$ cat src/rtl/core/block_table_heap_allocator_defines.svh
// Assertion macros shared by the heap allocator RTL.
// Macros expect clk and rst_n in scope of the including module.
`ifndef BLOCK_TABLE_HEAP_ALLOCATOR_DEFINES_SVH
`define BLOCK_TABLE_HEAP_ALLOCATOR_DEFINES_SVH

// same-cycle implication
`define BTH_ASSERT_NOW(lbl, ante, cons, msg) \
  lbl: assert property (@(posedge clk) disable iff (!rst_n) (ante) |-> (cons)) \
    else $error(msg);

// next-cycle implication
`define BTH_ASSERT_NEXT(lbl, ante, cons, msg) \
  lbl: assert property (@(posedge clk) disable iff (!rst_n) (ante) |=> (cons)) \
    else $error(msg);

`endif

$ cat src/rtl/core/bth_pkg.sv
// Package for the block table heap allocator: codes, widths, flag layout.
// No dependencies.
`default_nettype none

package bth_pkg;

  localparam int unsigned ADDR_W          = 32;
  localparam int unsigned BIU_W           = 11;
  localparam int unsigned ACC_W           = 33;
  localparam int unsigned IN_DATA_W       = 64;
  localparam int unsigned DEF_NUM_BLOCKS  = 1024;
  localparam int unsigned DEF_BLOCK_BYTES = 4096;

  localparam int unsigned FLAG_TAKEN = 0;
  localparam int unsigned FLAG_FIRST = 1;
  localparam int unsigned FLAG_NEXT  = 2;

  typedef logic [2:0] flags_t;

  typedef enum logic [1:0] {
    STATUS_OK      = 2'd0,
    STATUS_NOMEM   = 2'd1,
    STATUS_OUTSIDE = 2'd2
  } status_t;

  typedef enum logic {
    OP_ALLOC = 1'b0,
    OP_FREE  = 1'b1
  } opcode_t;

  typedef enum logic {
    REG_HEAP_BASE     = 1'b0,
    REG_BLOCKS_IN_USE = 1'b1
  } reg_idx_t;

endpackage

`default_nettype wire

$ cat src/rtl/core/block_table_heap_allocator.sv
// First-fit block table heap allocator, top level.
// Depends on bth_pkg, bth_table and block_table_heap_allocator_defines.svh.
//
// After reset the block sweeps the flag table to zero, one entry a cycle,
// with in_tready low; configuration writes are taken at any time. An
// allocate walks the managed entries one per cycle until a free run covers
// the requested bytes, then marks the run one entry per cycle. A free first
// locates the block by stepping one block size per cycle, then clears the
// chain one entry per cycle. The single table read port sets the pace.
// A result sits in an output register, so the next item may enter while it
// waits to be taken.
`default_nettype none
`include "block_table_heap_allocator_defines.svh"

module block_table_heap_allocator #(
  parameter int unsigned NUM_BLOCKS  = bth_pkg::DEF_NUM_BLOCKS,
  parameter int unsigned BLOCK_BYTES = bth_pkg::DEF_BLOCK_BYTES
) (
  input  logic                           clk,
  input  logic                           rst_n,
  input  logic                           in_tvalid,
  output logic                           in_tready,
  input  logic [bth_pkg::IN_DATA_W-1:0]  in_tdata,   // request_bytes, free_address
  input  bth_pkg::opcode_t               in_tuser,   // opcode
  output logic                           out_tvalid,
  input  logic                           out_tready,
  output logic [bth_pkg::ADDR_W-1:0]     out_tdata,  // result_address
  output bth_pkg::status_t               out_tuser,  // status
  input  logic                           cfg_valid,
  output logic                           cfg_ready,
  input  bth_pkg::reg_idx_t              cfg_index,
  input  logic [bth_pkg::ADDR_W-1:0]     cfg_data
);
  import bth_pkg::*;

  localparam int unsigned IDX_W = $clog2(NUM_BLOCKS);
  localparam int unsigned CNT_W = $clog2(NUM_BLOCKS + 1);
  localparam int unsigned CMP_W = (CNT_W > BIU_W) ? CNT_W : BIU_W;
  localparam logic [ACC_W-1:0]  BLK_INC  = ACC_W'(BLOCK_BYTES);
  localparam logic [ADDR_W-1:0] ADDR_INC = ADDR_W'(BLOCK_BYTES);
  localparam logic [CNT_W-1:0]  LAST_IDX = CNT_W'(NUM_BLOCKS - 1);
  localparam logic [CMP_W-1:0]  NB_CMP   = CMP_W'(NUM_BLOCKS);

  typedef enum logic [2:0] {
    ST_CLEAR,
    ST_IDLE,
    ST_SCAN,
    ST_MARK,
    ST_LOCATE,
    ST_WALK,
    ST_FINISH
  } state_t;

  state_t              state_r, state_nxt;
  logic [CNT_W-1:0]    i_r, i_nxt;
  logic [CNT_W-1:0]    start_r, start_nxt;
  logic [CNT_W-1:0]    last_r, last_nxt;
  logic [ACC_W-1:0]    acc_r, acc_nxt;
  logic [ADDR_W-1:0]   addr_r, addr_nxt;
  logic [ADDR_W-1:0]   start_addr_r, start_addr_nxt;
  logic [ADDR_W-1:0]   bytes_r, bytes_nxt;
  logic [ADDR_W-1:0]   res_addr_r, res_addr_nxt;
  status_t             res_status_r, res_status_nxt;
  logic                out_tvalid_r, out_tvalid_nxt;
  logic [ADDR_W-1:0]   out_addr_r, out_addr_nxt;
  status_t             out_status_r, out_status_nxt;
  logic [ADDR_W-1:0]   base_r;
  logic [BIU_W-1:0]    biu_r;

  logic [CMP_W-1:0]    biu_cmp;
  logic [CNT_W-1:0]    total;
  logic [CNT_W-1:0]    i_inc;
  logic [ACC_W-1:0]    sum;
  logic [ACC_W-1:0]    bytes_ext;
  logic                i_last;
  logic                out_free;
  logic [ADDR_W-1:0]   in_bytes;
  logic [ADDR_W-1:0]   in_addr;

  logic                tbl_we;
  logic [IDX_W-1:0]    tbl_waddr;
  flags_t              tbl_wdata;
  logic [IDX_W-1:0]    tbl_raddr;
  flags_t              tbl_rdata;

  bth_table #(
    .DEPTH (NUM_BLOCKS),
    .IDX_W (IDX_W)
  ) u_table (
    .clk   (clk),
    .we    (tbl_we),
    .waddr (tbl_waddr),
    .wdata (tbl_wdata),
    .raddr (tbl_raddr),
    .rdata (tbl_rdata)
  );

  assign biu_cmp   = CMP_W'(biu_r);
  assign total     = (biu_cmp > NB_CMP) ? CNT_W'(NB_CMP) : CNT_W'(biu_cmp);
  assign i_inc     = i_r + 1'b1;
  assign sum       = acc_r + BLK_INC;
  assign bytes_ext = {1'b0, bytes_r};
  assign i_last    = (i_r == (total - 1'b1));
  assign out_free  = !out_tvalid_r || out_tready;
  assign in_bytes  = in_tdata[ADDR_W-1:0];
  assign in_addr   = in_tdata[IN_DATA_W-1:ADDR_W];

  assign in_tready  = (state_r == ST_IDLE);
  assign cfg_ready  = 1'b1;
  assign out_tvalid = out_tvalid_r;
  assign out_tdata  = out_addr_r;
  assign out_tuser  = out_status_r;

  always_comb begin
    state_nxt      = state_r;
    i_nxt          = i_r;
    start_nxt      = start_r;
    last_nxt       = last_r;
    acc_nxt        = acc_r;
    addr_nxt       = addr_r;
    start_addr_nxt = start_addr_r;
    bytes_nxt      = bytes_r;
    res_addr_nxt   = res_addr_r;
    res_status_nxt = res_status_r;
    out_tvalid_nxt = out_tvalid_r && !out_tready;
    out_addr_nxt   = out_addr_r;
    out_status_nxt = out_status_r;
    tbl_we         = 1'b0;
    tbl_waddr      = i_r[IDX_W-1:0];
    tbl_wdata      = '0;
    tbl_raddr      = '0;

    unique case (state_r)
      ST_CLEAR: begin
        tbl_we = 1'b1;
        if (i_r == LAST_IDX) begin
          i_nxt     = '0;
          state_nxt = ST_IDLE;
        end else begin
          i_nxt = i_inc;
        end
      end

      ST_IDLE: begin
        if (in_tvalid) begin
          i_nxt        = '0;
          acc_nxt      = '0;
          addr_nxt     = base_r;
          res_addr_nxt = '0;
          if (in_tuser == OP_ALLOC) begin
            bytes_nxt = in_bytes;
            if (in_bytes == '0 || total == '0) begin
              res_status_nxt = STATUS_NOMEM;
              state_nxt      = ST_FINISH;
            end else begin
              state_nxt = ST_SCAN;
            end
          end else begin
            bytes_nxt = in_addr - base_r;
            if (in_addr < base_r || total == '0) begin
              res_status_nxt = STATUS_OUTSIDE;
              state_nxt      = ST_FINISH;
            end else begin
              state_nxt = ST_LOCATE;
            end
          end
        end
      end

      ST_SCAN: begin
        tbl_raddr = i_inc[IDX_W-1:0];
        addr_nxt  = addr_r + ADDR_INC;
        i_nxt     = i_inc;
        if (tbl_rdata[FLAG_TAKEN]) begin
          acc_nxt = '0;
          if (i_last) begin
            res_status_nxt = STATUS_NOMEM;
            state_nxt      = ST_FINISH;
          end
        end else begin
          if (acc_r == '0) begin
            start_nxt      = i_r;
            start_addr_nxt = addr_r;
          end
          if (sum >= bytes_ext) begin
            last_nxt  = i_r;
            i_nxt     = (acc_r == '0) ? i_r : start_r;
            state_nxt = ST_MARK;
          end else begin
            acc_nxt = sum;
            if (i_last) begin
              res_status_nxt = STATUS_NOMEM;
              state_nxt      = ST_FINISH;
            end
          end
        end
      end

      ST_MARK: begin
        tbl_we                = 1'b1;
        tbl_wdata[FLAG_TAKEN] = 1'b1;
        tbl_wdata[FLAG_FIRST] = (i_r == start_r);
        tbl_wdata[FLAG_NEXT]  = (i_r != last_r);
        if (i_r == last_r) begin
          res_addr_nxt   = start_addr_r;
          res_status_nxt = STATUS_OK;
          state_nxt      = ST_FINISH;
        end else begin
          i_nxt = i_inc;
        end
      end

      ST_LOCATE: begin
        tbl_raddr = i_r[IDX_W-1:0];
        if (bytes_ext < sum) begin
          state_nxt = ST_WALK;
        end else if (i_last) begin
          res_status_nxt = STATUS_OUTSIDE;
          state_nxt      = ST_FINISH;
        end else begin
          i_nxt   = i_inc;
          acc_nxt = sum;
        end
      end

      ST_WALK: begin
        tbl_raddr = i_inc[IDX_W-1:0];
        tbl_we    = 1'b1;
        if (tbl_rdata[FLAG_NEXT] && (i_inc < total)) begin
          i_nxt = i_inc;
        end else begin
          res_status_nxt = STATUS_OK;
          state_nxt      = ST_FINISH;
        end
      end

      ST_FINISH: begin
        if (out_free) begin
          out_tvalid_nxt = 1'b1;
          out_addr_nxt   = res_addr_r;
          out_status_nxt = res_status_r;
          state_nxt      = ST_IDLE;
        end
      end

      default: begin
        state_nxt = ST_IDLE;
      end
    endcase
  end

  always_ff @(posedge clk) begin
    if (!rst_n) begin
      state_r      <= ST_CLEAR;
      i_r          <= '0;
      out_tvalid_r <= 1'b0;
      base_r       <= '0;
      biu_r        <= '0;
    end else begin
      state_r      <= state_nxt;
      i_r          <= i_nxt;
      out_tvalid_r <= out_tvalid_nxt;
      if (cfg_valid) begin
        unique case (cfg_index)
          REG_HEAP_BASE:     base_r <= cfg_data;
          REG_BLOCKS_IN_USE: biu_r  <= cfg_data[BIU_W-1:0];
          default:           base_r <= base_r;
        endcase
      end
    end
    start_r      <= start_nxt;
    last_r       <= last_nxt;
    acc_r        <= acc_nxt;
    addr_r       <= addr_nxt;
    start_addr_r <= start_addr_nxt;
    bytes_r      <= bytes_nxt;
    res_addr_r   <= res_addr_nxt;
    res_status_r <= res_status_nxt;
    out_addr_r   <= out_addr_nxt;
    out_status_r <= out_status_nxt;
  end

  `BTH_ASSERT_NOW(a_fail_addr_zero, out_tvalid && (out_tuser != STATUS_OK),
    out_tdata == '0, "failed transaction carries nonzero address")
  `BTH_ASSERT_NOW(a_mark_in_run, state_r == ST_MARK,
    (i_r >= start_r) && (i_r <= last_r) && (last_r < total), "mark outside run")
  `BTH_ASSERT_NOW(a_walk_in_range, state_r == ST_WALK,
    i_r < total, "free walk beyond managed entries")
  `BTH_ASSERT_NEXT(a_finish_loads_out, (state_r == ST_FINISH) && out_free,
    out_tvalid && (state_r == ST_IDLE), "finished result not presented")

endmodule

`default_nettype wire

$ cat src/rtl/core/bth_table.sv
// Block flag table: one write port, one read port with registered data.
// Depends on bth_pkg.
`default_nettype none

module bth_table #(
  parameter int unsigned DEPTH = bth_pkg::DEF_NUM_BLOCKS,
  parameter int unsigned IDX_W = $clog2(DEPTH)
) (
  input  logic                clk,
  input  logic                we,
  input  logic [IDX_W-1:0]    waddr,
  input  bth_pkg::flags_t     wdata,
  input  logic [IDX_W-1:0]    raddr,
  output bth_pkg::flags_t     rdata
);
  import bth_pkg::*;

  flags_t mem [DEPTH];
  flags_t rdata_r;

  always_ff @(posedge clk) begin
    if (we) begin
      mem[waddr] <= wdata;
    end
    rdata_r <= mem[raddr];
  end

  assign rdata = rdata_r;

endmodule

`default_nettype wire
$ cat config.mk
export PLATFORM = sky130hd
export DESIGN_NAME = block_table_heap_allocator
export DESIGN_NICKNAME = d
export VERILOG_FILES = /design/src/rtl/core/bth_pkg.sv /design/src/rtl/core/block_table_heap_allocator.sv /design/src/rtl/core/bth_table.sv
export VERILOG_INCLUDE_DIRS = /design/src /design/src/rtl/core
export SDC_FILE = /design/constraint.sdc
export NUM_CORES = 2
export LEC_CHECK = 0
export BUFFER_PORTS_ARGS = -buffer_cell sky130_fd_sc_hd__buf_2
export CAP_MARGIN = 30
export CORE_UTILIZATION = 45
export CTS_BUF_LIST = sky130_fd_sc_hd__clkbuf_2 sky130_fd_sc_hd__clkbuf_4 sky130_fd_sc_hd__clkbuf_8
export CTS_CLUSTER_SIZE = 40
export DETAILED_ROUTE_END_ITERATION = 8
export GPL_ROUTABILITY_DRIVEN = 0
export PLACE_DENSITY = 0.61
export SLEW_MARGIN = 0
export SYNTH_ARGS = -nofsm -noshare
export SYNTH_HDL_FRONTEND = slang
export SYNTH_SLANG_ARGS = --single-unit
$ cat constraint.sdc
create_clock -name clk -period 48.4 [get_ports clk]
set_clock_uncertainty 0.05 [all_clocks]
set_input_delay 9.68 -clock clk [delete_from_list [all_inputs] [get_ports clk]]
set_output_delay 9.68 -clock clk [all_outputs]
set_load 0.01 [all_outputs]
==> reports/metrics.yaml <==
first_pass_iters: 6
postSynthCellCount: 7668
power.internal_mw: 3.086
global_route.overflow_total: 0
utilization_after_layout: 0.5046
setup_viol: 0
reg2reg_from: "i_r[0]"
cpPeakStageDelay_ns: 0.33
dr_vias: 66900
period_needed_ns: 12.22
cp_max_fo: 32
grt_max_degree: 234
dieWidth_um: 472.5
worstPathRequired_ns: 38.67
hold_path_depth: 0
yosys-mux-area-fraction: 0.05836
r2r_cells: 19
number_of_nets_in_the_layout: 7986
crit_path_cell_trace: "buf_4, nor2_1, nand2_1, inv_1, buf_2"
clock.fmax_mhz: 81.84
max_slew_margin: 0.2598
synth.top_cells.by_area: "sky130_fd_sc_hd__edfxtp_1 (68%), sky130_fd_sc_hd__nand2_1 (5.1%), sky130_fd_sc_hd__nor2_1 (4.3%)"
std_cell_rows: 172
timing_worst_slew_pin_value_ns: 1.100
placement.io_buffers: 138
run_status: "finished, final reports clean"
floorplan.die_area_um2: 223300
min_delay_worst_endpoint: "out_tdata[16]"
die_height_um: 472.5
worst_r2r_endpoint: "u_table.rdata[2]"
post_synth_and_or_nand_nor_area_fraction: 0.1344
min-delay-start: "res_addr_r[16]"
arrival_ns: 2.49
floorplan.core_area_um2: 219700
tritoncts_clock_tree: "yes"
netlist_top_cells_count: "sky130_fd_sc_hd__edfxtp_1 (2255), sky130_fd_sc_hd__nand2_1 (1349), sky130_fd_sc_hd__nor2_1 (1136), sky130_fd_sc_hd__nand3_1 (376), sky130_fd_sc_hd__clkbuf_1 (357)"
worstSkewPairLatency_ns: 1.11
hold_buffers: 0
cts_htree_levels: 5
detailed_route_wirelength_on_metal3_um: 30580
cp_slowest_cell: "sky130_fd_sc_hd__nor2_1"
globalRouteTotalUtil: 0.2674
synth_top_area_cell: "sky130_fd_sc_hd__edfxtp_1"
criticalPathCategory: "reg -> out"
grt_setup_unrepaired: "no"
synth-edff-count: 2255
numPlacedInstances: 10371
synth_seq_area_share: 0.6918
power.density_cell_area_nw_per_um2: 35.35
global_route_wire_length_before_repair_um: 439300
dp_slack_ns: 35.22
synthDominantCellAreaShare: 0.6798
routed_wire_length_per_instance_um: 27.32
detailroute.wirelength.met2_um: 139300
numCtsBuffers: 390
critical_path.endpoint_type: "output port"
sw_frac_of_total: 0.2126
clock_sink_count: 2315
number_of_antenna_violations_at_the_first_check_in_global_routing: 19
post_synth_num_cell_types: 94
power_frac_comb: 0.018
initial_utilization: 0.4534
routedLengthMet1_um: 120900
hold_violations: 0
final-instance-count-excl-fill: 11080
ctsResizeCount: 0
start_kind: "flop"
sequentialPowerShare: 0.554
synth-main-ff-cell: "sky130_fd_sc_hd__edfxtp_1"
postRouteWirelength_um: 302800
ant_nets: 0
crit_buf_inv: 3
synth.most_common_cell: "sky130_fd_sc_hd__edfxtp_1"
fin_tns_setup_ns: 0
drt-initial-drc-count: 8434
p_switching_mw: 0.8331
post_synth.cell_area_avg_um2: 12.99
syn_area_um2: 99620
highest_layer: "met5"
max_cap_viol_count: 0
routed_via_density: 6.038
holdWs_ns: 0.3622
post_synth_fa_ha_maj_area_fraction: 0.009119
post-dp-hpwl_um: 170500
drcViolationCount: 0
max_slew_violation_total_from_the_final_report: 0
yosys_warnings: 0
synth_seq_cells: 2315
critical_path.top_delay_family: "buffers and inverters"
post-route-worst-setup-slack_ns: 36.18
clk_path_buf_depth: 4
hold_path_class: "reg -> reg"
ys_async_sr_fraction: 0
worst_ir_drop_vdd_v: 0.00003358
clk_root_buffer_cell: "sky130_fd_sc_hd__clkbuf_8"
power.share.clock: 0.428
synthesis.nets: 7843
num-fill-cells: 19016
post-cts-setup-buffers: 0
main_combinational_cell_family_by_area_after_synthesis: "simple AND/OR/NAND/NOR gates"
synthToLayoutAreaGrowth_pct: 11.29
total_i_o_pin_count: 140
leakagePower_nw: 39.88
first_global_vias: 65289
worst-r2r-setup-slack_ns: 39.61
synth-xor-area-share: 0.007900
final_min_period_over_clock_period: 0.2525
worst_setup_hold_path_clk_slew_ns: 0.06
drive_above_1_share: 0.1537
synth_compound_gate_area_share: 0.06809
cell usage in the layout, fill, tap and decap left out, types with 33 or more instances in the layout:
| cell type | instances |
|---|---|
| sky130_fd_sc_hd__a221oi_1 | 56 |
| sky130_fd_sc_hd__nand3_1 | 376 |
| sky130_fd_sc_hd__a211oi_1 | 61 |
| sky130_fd_sc_hd__buf_4 | 185 |
| sky130_fd_sc_hd__edfxtp_1 | 2255 |
| sky130_fd_sc_hd__nor2_1 | 1130 |
| sky130_fd_sc_hd__clkinv_2 | 40 |
| sky130_fd_sc_hd__nand2_2 | 33 |
| sky130_fd_sc_hd__mux2_2 | 43 |
| sky130_fd_sc_hd__clkbuf_8 | 402 |
| sky130_fd_sc_hd__dfxtp_1 | 60 |
| sky130_fd_sc_hd__buf_2 | 139 |
| sky130_fd_sc_hd__a311oi_1 | 83 |
| sky130_fd_sc_hd__xnor2_1 | 46 |
| sky130_fd_sc_hd__a31oi_1 | 92 |
| sky130_fd_sc_hd__mux2i_1 | 115 |
| sky130_fd_sc_hd__xor2_1 | 42 |
| sky130_fd_sc_hd__mux4_2 | 175 |
| sky130_fd_sc_hd__inv_1 | 73 |
| sky130_fd_sc_hd__a21oi_1 | 264 |
| sky130_fd_sc_hd__ha_1 | 71 |
| sky130_fd_sc_hd__nand2_1 | 1316 |
| sky130_fd_sc_hd__and3_1 | 92 |
| sky130_fd_sc_hd__nor4_1 | 40 |
| sky130_fd_sc_hd__and2_1 | 50 |
| sky130_fd_sc_hd__a32oi_1 | 35 |
| sky130_fd_sc_hd__clkbuf_4 | 136 |
| sky130_fd_sc_hd__clkinv_1 | 106 |
| sky130_fd_sc_hd__o21ai_0 | 93 |
worst max-delay path by stage:
stage                 start                 to  slack, ns  cells after the start
6_report         state_r[2]          in_tready      36.18                      5
3_3_place_gp   in_tdata[32]    res_status_r[0]      35.20                     14
4_1_cts          state_r[2]          in_tready      36.10                      5
5_1_grt          state_r[2]          in_tready      36.06                      5
3_5_place_dp   in_tdata[32]    res_status_r[0]      35.22                     14
2_1_floorplan    state_r[0]  u_table.mem[0][0]      28.30                      5
logic make-up (layout without fill, tap and decap cells):
logic type,count (synthesis),after routing
AND/OR/NAND/NOR,3198,3198
flip-flops,2315,2315
AO/OA/AOI/OAI,975,975
buffers and inverters,676,1119
multiplexers,342,342
XOR/XNOR,89,89
adder cells (fa/ha/maj),72,72
other,1,12
metal layers:
layer  global-route usage  vias up
met5                    0        -
met4               0.1074       14
met3              0.05831      683
met2               0.4151     3703
met1               0.3660    33803
li1                     -    28697
stage by stage:
step	area, um2	power, mW
after floorplan	99620	2.254
after global placement	103100	2.282
after detailed placement	103400	2.283
after CTS	110700	3.937
after global routing	110800	4.025
final	110900	3.919
power by group through the flow:
stage | clock network (mW) | registers (mW) | logic (mW)
3_3_place_gp | 0 | 2.21 | 0.0682
3_5_place_dp | 0 | 2.21 | 0.0693
6_report | 1.68 | 2.17 | 0.0712
5_1_grt | 1.78 | 2.17 | 0.0749
2_1_floorplan | 0 | 2.21 | 0.0411
4_1_cts | 1.70 | 2.17 | 0.0695
layout make-up:
type	count	area, um2	share of cell area
Timing Repair Buffer	351	2665	0.02404
Tap cell	2958	3701	0.03338
Sequential cell	2315	68920	0.6216
Inverter	76	292.8	0.002641
Antenna cell	11	27.53	0.0002483
Clock inverter	154	764.5	0.006896
Multi-Input combinational cell	4677	27940	0.2520
Clock buffer	538	6554	0.05912
registers in the layout, summed over array words and instances (netlist names), 2 cells and up:
name and flops:
acc_r 21, addr_r 32, base_r 32, biu_cmp 11, bytes_r 32, i_r 11
last_r 11, out_tdata 32, out_tuser 2, res_addr_r 32, res_status_r 2, start_addr_r 32
start_r 11, state_r 3, u_table.mem 2048, u_table.rdata 2
No activity file was read; power rests on OpenSTA's default activity.
